--- src/design/alc_pkg.sv ---
package alc_pkg;

   localparam int DEPTH_DEFAULT = 16;

   localparam int KIND_W = 2;
   localparam int IP_W   = 32;
   localparam int MAC_W  = 48;
   localparam int AGE_W  = 32;
   localparam int USED_W = 5;

   // Item kinds. The fourth code is unused and changes nothing.
   localparam logic [KIND_W-1:0] KIND_LOOKUP = 2'd0;
   localparam logic [KIND_W-1:0] KIND_INSERT = 2'd1;
   localparam logic [KIND_W-1:0] KIND_CLEAR  = 2'd2;

   typedef enum logic [1:0] {
      WSRC_HIT,
      WSRC_APPEND,
      WSRC_MOVE
   } wsrc_type;

   typedef enum logic [3:0] {
      ST_IDLE,
      ST_DISPATCH,
      ST_SCAN,
      ST_HIT,
      ST_APPEND,
      ST_EV_START,
      ST_EV_SCAN,
      ST_MV_RD,
      ST_MV_WR,
      ST_FINISH
   } state_type;

   typedef struct packed {
      logic     load_key;
      logic     scan_start;
      logic     scan_run;
      logic     min_track;
      logic     rd_last;
      logic     wr_ip;
      logic     wr_mac;
      logic     wr_age;
      wsrc_type wsrc;
      logic     tick_inc;
      logic     cnt_inc;
      logic     cnt_full_m1;
      logic     clear;
      logic     rsp_load;
   } dp_cmd_type;

   typedef struct packed {
      logic [KIND_W-1:0] kind;
      logic              cnt_zero;
      logic              cnt_full;
      logic              match;
      logic              last;
   } dp_sts_type;

endpackage

--- src/design/alc_datapath.sv ---
module alc_datapath #(
   parameter int TABLE_DEPTH = alc_pkg::DEPTH_DEFAULT
) (
   input  logic                       clock,
   input  logic                       reset,
   input  logic [alc_pkg::KIND_W-1:0] req_kind,
   input  logic [alc_pkg::IP_W-1:0]   req_ip_addr,
   input  logic [alc_pkg::MAC_W-1:0]  req_mac_addr,
   input  alc_pkg::dp_cmd_type        cmd,
   output alc_pkg::dp_sts_type        sts,
   output logic                       rsp_found,
   output logic [alc_pkg::MAC_W-1:0]  rsp_mac_result,
   output logic [alc_pkg::USED_W-1:0] rsp_entries_used
);
   import alc_pkg::*;

   localparam int IDX_W = $clog2(TABLE_DEPTH);
   localparam int CNT_W = $clog2(TABLE_DEPTH + 1);
   localparam logic [CNT_W-1:0] CNT_FULL = CNT_W'(TABLE_DEPTH);
   localparam logic [CNT_W-1:0] CNT_FULL_M1 = CNT_W'(TABLE_DEPTH - 1);
   localparam logic [IDX_W-1:0] IDX_LAST = IDX_W'(TABLE_DEPTH - 1);

   logic [IP_W-1:0]  ip_mem  [TABLE_DEPTH];
   logic [MAC_W-1:0] mac_mem [TABLE_DEPTH];
   logic [AGE_W-1:0] age_mem [TABLE_DEPTH];

   logic [CNT_W-1:0]  count_ff, count_in;
   logic [AGE_W-1:0]  tick_ff, tick_in;
   logic              pend_ff, pend_in;
   logic [CNT_W-1:0]  scan_ff, scan_in;
   logic [IDX_W-1:0]  pend_idx_ff;
   logic [IDX_W-1:0]  hit_idx_ff;
   logic [IDX_W-1:0]  victim_ff;
   logic [AGE_W-1:0]  min_age_ff;
   logic [KIND_W-1:0] key_kind_ff;
   logic [IP_W-1:0]   key_ip_ff;
   logic [MAC_W-1:0]  key_mac_ff;
   logic              work_found_ff;
   logic [MAC_W-1:0]  work_mac_ff;
   logic [IP_W-1:0]   rd_ip_ff;
   logic [MAC_W-1:0]  rd_mac_ff;
   logic [AGE_W-1:0]  rd_age_ff;
   logic              rsp_found_ff;
   logic [MAC_W-1:0]  rsp_mac_ff;
   logic [USED_W-1:0] rsp_used_ff;

   logic              issue;
   logic              hit_take;
   logic              min_take;
   logic [IDX_W-1:0]  rd_addr;
   logic [IDX_W-1:0]  wr_addr;
   logic [IP_W-1:0]   wr_ip_data;
   logic [MAC_W-1:0]  wr_mac_data;
   logic [AGE_W-1:0]  wr_age_data;
   logic [AGE_W-1:0]  tick_next;
   logic [31:0]       count_wide;

   assign issue     = (scan_ff < count_ff);
   assign tick_next = tick_ff + AGE_W'(1);
   assign rd_addr   = cmd.rd_last ? IDX_LAST : scan_ff[IDX_W-1:0];

   assign sts.kind     = key_kind_ff;
   assign sts.cnt_zero = (count_ff == '0);
   assign sts.cnt_full = (count_ff == CNT_FULL);
   assign sts.match    = pend_ff && (rd_ip_ff == key_ip_ff);
   assign sts.last     = pend_ff && (CNT_W'(pend_idx_ff) == (count_ff - CNT_W'(1)));

   assign hit_take = cmd.scan_run && !cmd.min_track && sts.match;
   assign min_take = cmd.scan_run && cmd.min_track && pend_ff &&
                     ((pend_idx_ff == '0) || (rd_age_ff < min_age_ff));

   always_comb begin
      count_in = count_ff;
      if (cmd.clear) begin
         count_in = '0;
      end else if (cmd.cnt_full_m1) begin
         count_in = CNT_FULL_M1;
      end else if (cmd.cnt_inc) begin
         count_in = count_ff + CNT_W'(1);
      end
   end

   always_comb begin
      tick_in = tick_ff;
      if (cmd.clear) begin
         tick_in = '0;
      end else if (cmd.tick_inc) begin
         tick_in = tick_next;
      end
   end

   always_comb begin
      scan_in = scan_ff;
      pend_in = 1'b0;
      if (cmd.scan_start) begin
         scan_in = '0;
      end else if (cmd.scan_run && issue) begin
         scan_in = scan_ff + CNT_W'(1);
         pend_in = 1'b1;
      end
   end

   always_comb begin
      case (cmd.wsrc)
         WSRC_HIT: begin
            wr_addr = hit_idx_ff;
         end
         WSRC_APPEND: begin
            wr_addr = count_ff[IDX_W-1:0];
         end
         WSRC_MOVE: begin
            wr_addr = victim_ff;
         end
         default: begin
            wr_addr = hit_idx_ff;
         end
      endcase
   end

   // A move copies the last entry, just read, into the evicted slot.
   assign wr_ip_data  = (cmd.wsrc == WSRC_MOVE) ? rd_ip_ff  : key_ip_ff;
   assign wr_mac_data = (cmd.wsrc == WSRC_MOVE) ? rd_mac_ff : key_mac_ff;
   assign wr_age_data = (cmd.wsrc == WSRC_MOVE) ? rd_age_ff : tick_next;

   always_ff @(posedge clock) begin
      if (reset) begin
         count_ff <= '0;
         tick_ff  <= '0;
         pend_ff  <= 1'b0;
      end else begin
         count_ff <= count_in;
         tick_ff  <= tick_in;
         pend_ff  <= pend_in;
      end
   end

   always_ff @(posedge clock) begin
      rd_ip_ff  <= ip_mem[rd_addr];
      rd_mac_ff <= mac_mem[rd_addr];
      rd_age_ff <= age_mem[rd_addr];
      if (cmd.wr_ip) begin
         ip_mem[wr_addr] <= wr_ip_data;
      end
      if (cmd.wr_mac) begin
         mac_mem[wr_addr] <= wr_mac_data;
      end
      if (cmd.wr_age) begin
         age_mem[wr_addr] <= wr_age_data;
      end
   end

   always_ff @(posedge clock) begin
      scan_ff     <= scan_in;
      pend_idx_ff <= scan_ff[IDX_W-1:0];
      if (cmd.load_key) begin
         key_kind_ff   <= req_kind;
         key_ip_ff     <= req_ip_addr;
         key_mac_ff    <= req_mac_addr;
         work_found_ff <= 1'b0;
         work_mac_ff   <= '0;
      end else if (hit_take) begin
         work_found_ff <= 1'b1;
         work_mac_ff   <= (key_kind_ff == KIND_LOOKUP) ? rd_mac_ff : '0;
      end
      if (hit_take) begin
         hit_idx_ff <= pend_idx_ff;
      end
      if (min_take) begin
         min_age_ff <= rd_age_ff;
         victim_ff  <= pend_idx_ff;
      end
   end

   assign count_wide = 32'(count_ff);

   always_ff @(posedge clock) begin
      if (cmd.rsp_load) begin
         rsp_found_ff <= work_found_ff;
         rsp_mac_ff   <= work_mac_ff;
         rsp_used_ff  <= count_wide[USED_W-1:0];
      end
   end

   assign rsp_found        = rsp_found_ff;
   assign rsp_mac_result   = rsp_mac_ff;
   assign rsp_entries_used = rsp_used_ff;

endmodule

--- src/design/alc_controller.sv ---
module alc_controller (
   input  logic                clock,
   input  logic                reset,
   input  logic                req_valid,
   output logic                req_ready,
   output logic                rsp_valid,
   input  logic                rsp_ready,
   input  alc_pkg::dp_sts_type sts,
   output alc_pkg::dp_cmd_type cmd
);
   import alc_pkg::*;

   state_type state_ff, state_in;
   logic      rsp_valid_ff, rsp_valid_in;

   always_comb begin
      state_in = state_ff;
      case (state_ff)
         ST_IDLE: begin
            if (req_valid) begin
               state_in = ST_DISPATCH;
            end
         end
         ST_DISPATCH: begin
            case (sts.kind)
               KIND_LOOKUP: begin
                  state_in = sts.cnt_zero ? ST_FINISH : ST_SCAN;
               end
               KIND_INSERT: begin
                  state_in = sts.cnt_zero ? ST_APPEND : ST_SCAN;
               end
               default: begin
                  state_in = ST_FINISH;
               end
            endcase
         end
         ST_SCAN: begin
            if (sts.match) begin
               state_in = ST_HIT;
            end else if (sts.last) begin
               if (sts.kind == KIND_INSERT) begin
                  state_in = sts.cnt_full ? ST_EV_START : ST_APPEND;
               end else begin
                  state_in = ST_FINISH;
               end
            end
         end
         ST_HIT: begin
            state_in = ST_FINISH;
         end
         ST_APPEND: begin
            state_in = ST_FINISH;
         end
         ST_EV_START: begin
            state_in = ST_EV_SCAN;
         end
         ST_EV_SCAN: begin
            if (sts.last) begin
               state_in = ST_MV_RD;
            end
         end
         ST_MV_RD: begin
            state_in = ST_MV_WR;
         end
         ST_MV_WR: begin
            state_in = ST_APPEND;
         end
         ST_FINISH: begin
            if (!rsp_valid_ff || rsp_ready) begin
               state_in = ST_IDLE;
            end
         end
         default: begin
            state_in = ST_IDLE;
         end
      endcase
   end

   always_comb begin
      cmd      = '0;
      cmd.wsrc = WSRC_HIT;
      case (state_ff)
         ST_IDLE: begin
            cmd.load_key = req_valid;
         end
         ST_DISPATCH: begin
            case (sts.kind)
               KIND_LOOKUP, KIND_INSERT: begin
                  cmd.scan_start = !sts.cnt_zero;
               end
               KIND_CLEAR: begin
                  cmd.clear = 1'b1;
               end
               default: begin
               end
            endcase
         end
         ST_SCAN: begin
            cmd.scan_run = 1'b1;
         end
         ST_HIT: begin
            cmd.wr_age   = 1'b1;
            cmd.wr_mac   = (sts.kind == KIND_INSERT);
            cmd.wsrc     = WSRC_HIT;
            cmd.tick_inc = 1'b1;
         end
         ST_APPEND: begin
            cmd.wr_ip    = 1'b1;
            cmd.wr_mac   = 1'b1;
            cmd.wr_age   = 1'b1;
            cmd.wsrc     = WSRC_APPEND;
            cmd.tick_inc = 1'b1;
            cmd.cnt_inc  = 1'b1;
         end
         ST_EV_START: begin
            cmd.scan_start = 1'b1;
         end
         ST_EV_SCAN: begin
            cmd.scan_run  = 1'b1;
            cmd.min_track = 1'b1;
         end
         ST_MV_RD: begin
            cmd.rd_last = 1'b1;
         end
         ST_MV_WR: begin
            cmd.wr_ip       = 1'b1;
            cmd.wr_mac      = 1'b1;
            cmd.wr_age      = 1'b1;
            cmd.wsrc        = WSRC_MOVE;
            cmd.cnt_full_m1 = 1'b1;
         end
         ST_FINISH: begin
            cmd.rsp_load = !rsp_valid_ff || rsp_ready;
         end
         default: begin
         end
      endcase
   end

   assign rsp_valid_in = cmd.rsp_load || (rsp_valid_ff && !rsp_ready);

   always_ff @(posedge clock) begin
      if (reset) begin
         state_ff     <= ST_IDLE;
         rsp_valid_ff <= 1'b0;
      end else begin
         state_ff     <= state_in;
         rsp_valid_ff <= rsp_valid_in;
      end
   end

   assign req_ready = (state_ff == ST_IDLE);
   assign rsp_valid = rsp_valid_ff;

endmodule

--- src/design/arp_cache_lru_table.sv ---
// Channel   Direction  Ports
// req       in         req_valid, req_ready, req_kind, req_ip_addr, req_mac_addr
// rsp       out        rsp_valid, rsp_ready, rsp_found, rsp_mac_result, rsp_entries_used
//
// One item is worked on at a time; each item gives exactly one result item.
// A lookup or insert with N valid entries scans them one entry per cycle
// through the single read port of the tables.
// An insert into a full table adds an age scan and a move.
// Synchronous active-high reset empties the table.
// A held result does not block acceptance; it only stalls the next finish.
module arp_cache_lru_table #(
   parameter int TABLE_DEPTH = alc_pkg::DEPTH_DEFAULT
) (
   input  logic                       clock,
   input  logic                       reset,
   input  logic                       req_valid,
   output logic                       req_ready,
   input  logic [alc_pkg::KIND_W-1:0] req_kind,
   input  logic [alc_pkg::IP_W-1:0]   req_ip_addr,
   input  logic [alc_pkg::MAC_W-1:0]  req_mac_addr,
   output logic                       rsp_valid,
   input  logic                       rsp_ready,
   output logic                       rsp_found,
   output logic [alc_pkg::MAC_W-1:0]  rsp_mac_result,
   output logic [alc_pkg::USED_W-1:0] rsp_entries_used
);
   import alc_pkg::*;

   // The controller sequences the scans and writes; the datapath holds the
   // entry tables, the count, the tick and the result register.
   dp_cmd_type cmd;
   dp_sts_type sts;

   alc_controller u_ctrl (
      .clock     (clock),
      .reset     (reset),
      .req_valid (req_valid),
      .req_ready (req_ready),
      .rsp_valid (rsp_valid),
      .rsp_ready (rsp_ready),
      .sts       (sts),
      .cmd       (cmd)
   );

   // Entries live in three memories with registered reads. A scan issues
   // one address per cycle and compares the data in the next cycle.
   // Eviction picks the smallest age, lowest index on ties, then moves the
   // last entry into the freed slot before the new entry is appended.
   alc_datapath #(
      .TABLE_DEPTH (TABLE_DEPTH)
   ) u_dp (
      .clock            (clock),
      .reset            (reset),
      .req_kind         (req_kind),
      .req_ip_addr      (req_ip_addr),
      .req_mac_addr     (req_mac_addr),
      .cmd              (cmd),
      .sts              (sts),
      .rsp_found        (rsp_found),
      .rsp_mac_result   (rsp_mac_result),
      .rsp_entries_used (rsp_entries_used)
   );

endmodule

--- config.mk ---
export PLATFORM = sky130hd
export DESIGN_NAME = arp_cache_lru_table
export DESIGN_NICKNAME = d
export VERILOG_FILES = /design/src/design/alc_pkg.sv /design/src/design/alc_datapath.sv /design/src/design/alc_controller.sv /design/src/design/arp_cache_lru_table.sv
export SDC_FILE = /design/constraint.sdc
export NUM_CORES = 2
export LEC_CHECK = 0
export BUFFER_PORTS_ARGS = -buffer_cell sky130_fd_sc_hd__buf_2
export CAP_MARGIN = 20
export CORE_AREA = 2 2 397 399
export CTS_CLUSTER_SIZE = 14
export DETAILED_ROUTE_END_ITERATION = 12
export DIE_AREA = 0 0 399 401
export PLACE_DENSITY = 0.74
export SYNTH_ARGS = -nofsm -noshare
export SYNTH_HDL_FRONTEND = slang
export SYNTH_SLANG_ARGS = --single-unit
--- constraint.sdc ---
create_clock -name clock -period 5.9 [get_ports clock]
set_input_delay 0.295 -clock clock [delete_from_list [all_inputs] [get_ports clock]]
set_output_delay 0.295 -clock clock [all_outputs]
set_load 0.005 [all_outputs]
==> results.env <==
GRT_PASS1_WL_UM=309000
PRE_CTS_SLACK_PS=1170
WORST-PATH-MAX-FANOUT=27
VIA_COUNT=50049
SYNTHESIS.YOSYS.WARNINGS=0
POSTPLACECELLAREA_UM2=89600
GR-USAGE-ALL-LAYERS_PCT=25.5
HOLD-PATH-CELL-COUNT=2
CAP_VIOLATIONS=0
FLOPS_LATCHES_SYNTH=2181
POSTCTSSETUPREPAIRBUFS=0
CTSROOTBUFFERMASTER='sky130_fd_sc_hd__clkbuf_16'
INSERTION_DELAY_PS=860
MAXCLOCKFREQUENCY_MHz=206
SLOWEST_STAGE='sky130_fd_sc_hd__dfxtp_1'
REGISTER_AREA_UM2=63400
TRITONCTS_NUM_SINKS=2181
REQUIRED_PS=6410
GRT_ANTENNA_BEFORE_REPAIR=3
SETUP.WORST_PATH.CLASS='reg2reg'
MULTIINPUTGATEAREA_UM2=21700
SYN-MEAN-INSTANCE-AREA_UM2=15.5
LAYOUTNONFILLERINSTCOUNT=7980
FLOORPLAN.ROWS=145
TOTAL_CLOCK_BUFFERS_CREATED_BY_CTS=209
PLACED_CELLS=7493
TIMING.CRITICAL_PATH.MAX_DELAY_FAMILY='simple AND/OR/NAND/NOR gates'
LAYOUT_WORST_PATH_CYCLE_SHARE_PCT=82.4
POST_ROUTE_CELLS_DRIVE_ABOVE_1_SHARE_PCT=14.7
WORST-PATH-STAGES=11
CTS.HOLD.BUFFERS_ADDED=83
PLACER_CONGESTION_ESTIMATE=0.862
TRITONCTS='done'
FINALINSTANCEAREA_UM2=97300
FINAL_UTIL_PCT=62.5
CRITICAL-PATH-MAX-STAGE-DELAY_PS=770
SYNTH_EDF_COUNT=1968
VDD_DROP_MAX_mV=0.384
PATH_BUF_INV=3
FF2FF_PATH_DEPTH=11
SYNTH.DISTINCT_CELLS=64
TIMING.SETUP.TNS_PS=0
NATURE_OF_THE_CRITICAL_PATH_STARTPOINT='register'
YS.FLOP_TYPE='sky130_fd_sc_hd__edfxtp_1'
FINALSETUPVIOLCOUNT=0
CTSRESIZECOUNT=0
GRT_REMAINING_OVERFLOW=0
CORE_REGION_AREA_UM2=156000
MAPPEDNETLISTNETS=5702
POWER_mW=41.6
HPWLAFTERDP_UM=111000
YOSYSSEQAREASHARE_PCT=73.2
NUM_IO_PINS=142
SYNTHMOSTINSTANTIATEDCELL='sky130_fd_sc_hd__edfxtp_1'
DRT_ITER0_MARKERS=5543
END_KIND='register'
ASYNC_RESET_FF_SHARE_PCT=0
CTSHTREEMAXLEVEL=4
FLOORPLAN.DIE.HEIGHT_UM=401
DRTANTENNAVIOLNETS=0
STARTING_DENSITY_PCT=55.6
BUFFER_PORTS.INSERTED=141
TIMING.FINAL.HOLD_VIOLATIONS=0
P_LEAK_nW=31.5
DIE_W_UM=399
CELLPOWERDENSITY_nW_PER_UM2=427
SLEW_VIOL_FINAL=0
WORST_HOLD_SLACK_PS=137
CP_CELL_SEQUENCE='or3b_4 > nor2_1 > inv_1 > ha_1 > nor2_1 > a21oi_1 > nand2b_1 > inv_1 > nand2_1 > nor2_4 > buf_12'
TIMING.HOLD.WORST.CLASS='in2reg'
NETLIST_TOP_CELLS_COUNT='sky130_fd_sc_hd__edfxtp_1 (1968), sky130_fd_sc_hd__mux2i_1 (572), sky130_fd_sc_hd__nand2_1 (572), sky130_fd_sc_hd__o21ai_0 (354), sky130_fd_sc_hd__o221ai_1 (229)'
NUMBER_OF_BUFFERS_ON_THE_LONGEST_CLOCK_PATH=3
NETLIST_TOP_CELLS_AREA='sky130_fd_sc_hd__edfxtp_1 (68%), sky130_fd_sc_hd__mux2i_1 (6.6%), sky130_fd_sc_hd__dfxtp_1 (4.9%), sky130_fd_sc_hd__nand2_1 (2.5%), sky130_fd_sc_hd__mux2_2 (2.5%)'
DETAIL_ROUTE.WL_PER_CELL_UM=25.8
NFILLCELLS=10812
FINAL_NETS=5866
SYNTH_AREA_LEADER_CELL='sky130_fd_sc_hd__edfxtp_1'
TIGHTESTPINTRANSITION_PS=1160
RSZ0062_AT_GRT='no'
WORST_SLEW_MARGIN_REL_PCT=22.5
SYNTHESIS.INSTANCES=5574
DRT-VIAS-PER-INSTANCE=6.27
DRC_ERRORS=0
GRT_MAX_DEGREE=164
FINALCLOCKSKEW_PS=42.6
POST-ROUTE-WORST-SETUP-SLACK_PS=1040
WORST_EP_ARRIVAL_TIME_PS=5380
POST_SYNTH_INSTANCE_AREA_UM2=86600
FIRSTDRTPASSITERS=5
SYNTH.TOP_CELL.AREA_SHARE_PCT=68.2
FINAL.MIN_CLOCK_PERIOD_PS=4860
SYNTHTOLAYOUTAREAGROWTH_PCT=12.4
DRT_WL_TOTAL_UM=206000
FP.DIEAREA_UM2=160000
CLK_TRANSITION_REPORTED_PATHS_PS=60
RUN_STATUS='completed'
VIAS_IN_THE_FIRST_GLOBAL_ROUTE=49768
## power by group
part | total, mW | leakage (nW) | switching (mW) | internal (mW)
Sequential | 20.5 | 19.6 | 0.917 | 19.6
Clock | 13.2 | 3.30 | 5.68 | 7.51
Combinational | 7.85 | 8.65 | 5.43 | 2.43
## registers in the layout, summed over array words and instances, names as in the netlist, 5 cells and up
register and cells:
u_dp.mac_mem 768, u_dp.tick_ff 32, u_dp.min_age_ff 32, u_dp.rd_age_ff 32, u_dp.scan_ff 5, u_dp.ip_mem 512, u_dp.work_mac_ff 48, u_dp.rd_mac_ff 48
u_dp.key_ip_ff 32, u_dp.rd_ip_ff 32, u_dp.rsp_mac_result 48, u_dp.rsp_entries_used 5, u_dp.count_ff 5, u_dp.key_mac_ff 48, u_dp.age_mem 512
## logic make-up after synthesis
group | Yosys count | share of synthesized area (%)
simple gates | 876 | 4.57
xor+xnor | 92 | 0.930
fa+ha+maj | 42 | 0.607
buf+inv | 440 | 2.27
compound gates | 1181 | 9.39
flops | 2181 | 73.2
mux | 762 | 9.08
## path summary, 6_finish.rpt
path	slack (ps)	start	to
setup / recovery	1040	u_ctrl.state_ff[2]	u_dp.mac_mem[6][0]
hold / removal	140	req_mac_addr[43]	u_dp.key_mac_ff[43]
setup reg to reg	1040	u_ctrl.state_ff[2]	u_dp.mac_mem[6][0]
hold reg to reg	410	u_dp.scan_ff[3]	u_dp.pend_idx_ff[3]
## final cells by class
type | count | area share, %
antenna | 1 | 0.00257
clock inverter | 105 | 1.14
timing repair buffer | 351 | 2.80
clock buffer | 289 | 5.85
inverter | 42 | 0.167
sequential | 2181 | 65.1
multi-input combinational | 2953 | 22.3
tap | 2058 | 2.65
## routing by layer
metal  global-route usage (%)  vias up  share of wire (%)
li1                         -    22136                  -
met2                     40.5     2252                 48
met3                     4.13      390                7.9
met1                     35.7    25269                 41
met4                     9.43        2                3.5
met5                        0        -             0.0063
## layout by cell type (no fill, tap or decap), drive strengths merged, types with 5 or more instances in the layout
cell type,instances
edfxtp,1968
nand2,573
mux2i,572
o21ai,439
clkbuf,289
buf,268
o221ai,229
dfxtp,213
mux2,190
a22oi,116
o211ai,110
a31oi,110
a32o,107
nor2,105
dlygate4sd3,83
nand3,79
clkinv,78
xnor2,65
inv,47
ha,42
nor3,38
a21oi,30
xor2,27
nand4,25
bufinv,17
nand2b,12
or3,11
a21o,10
o21a,9
a211oi,7
and2,7
clkinvlp,5
Note: power is estimated with default switching activity, not from simulation.
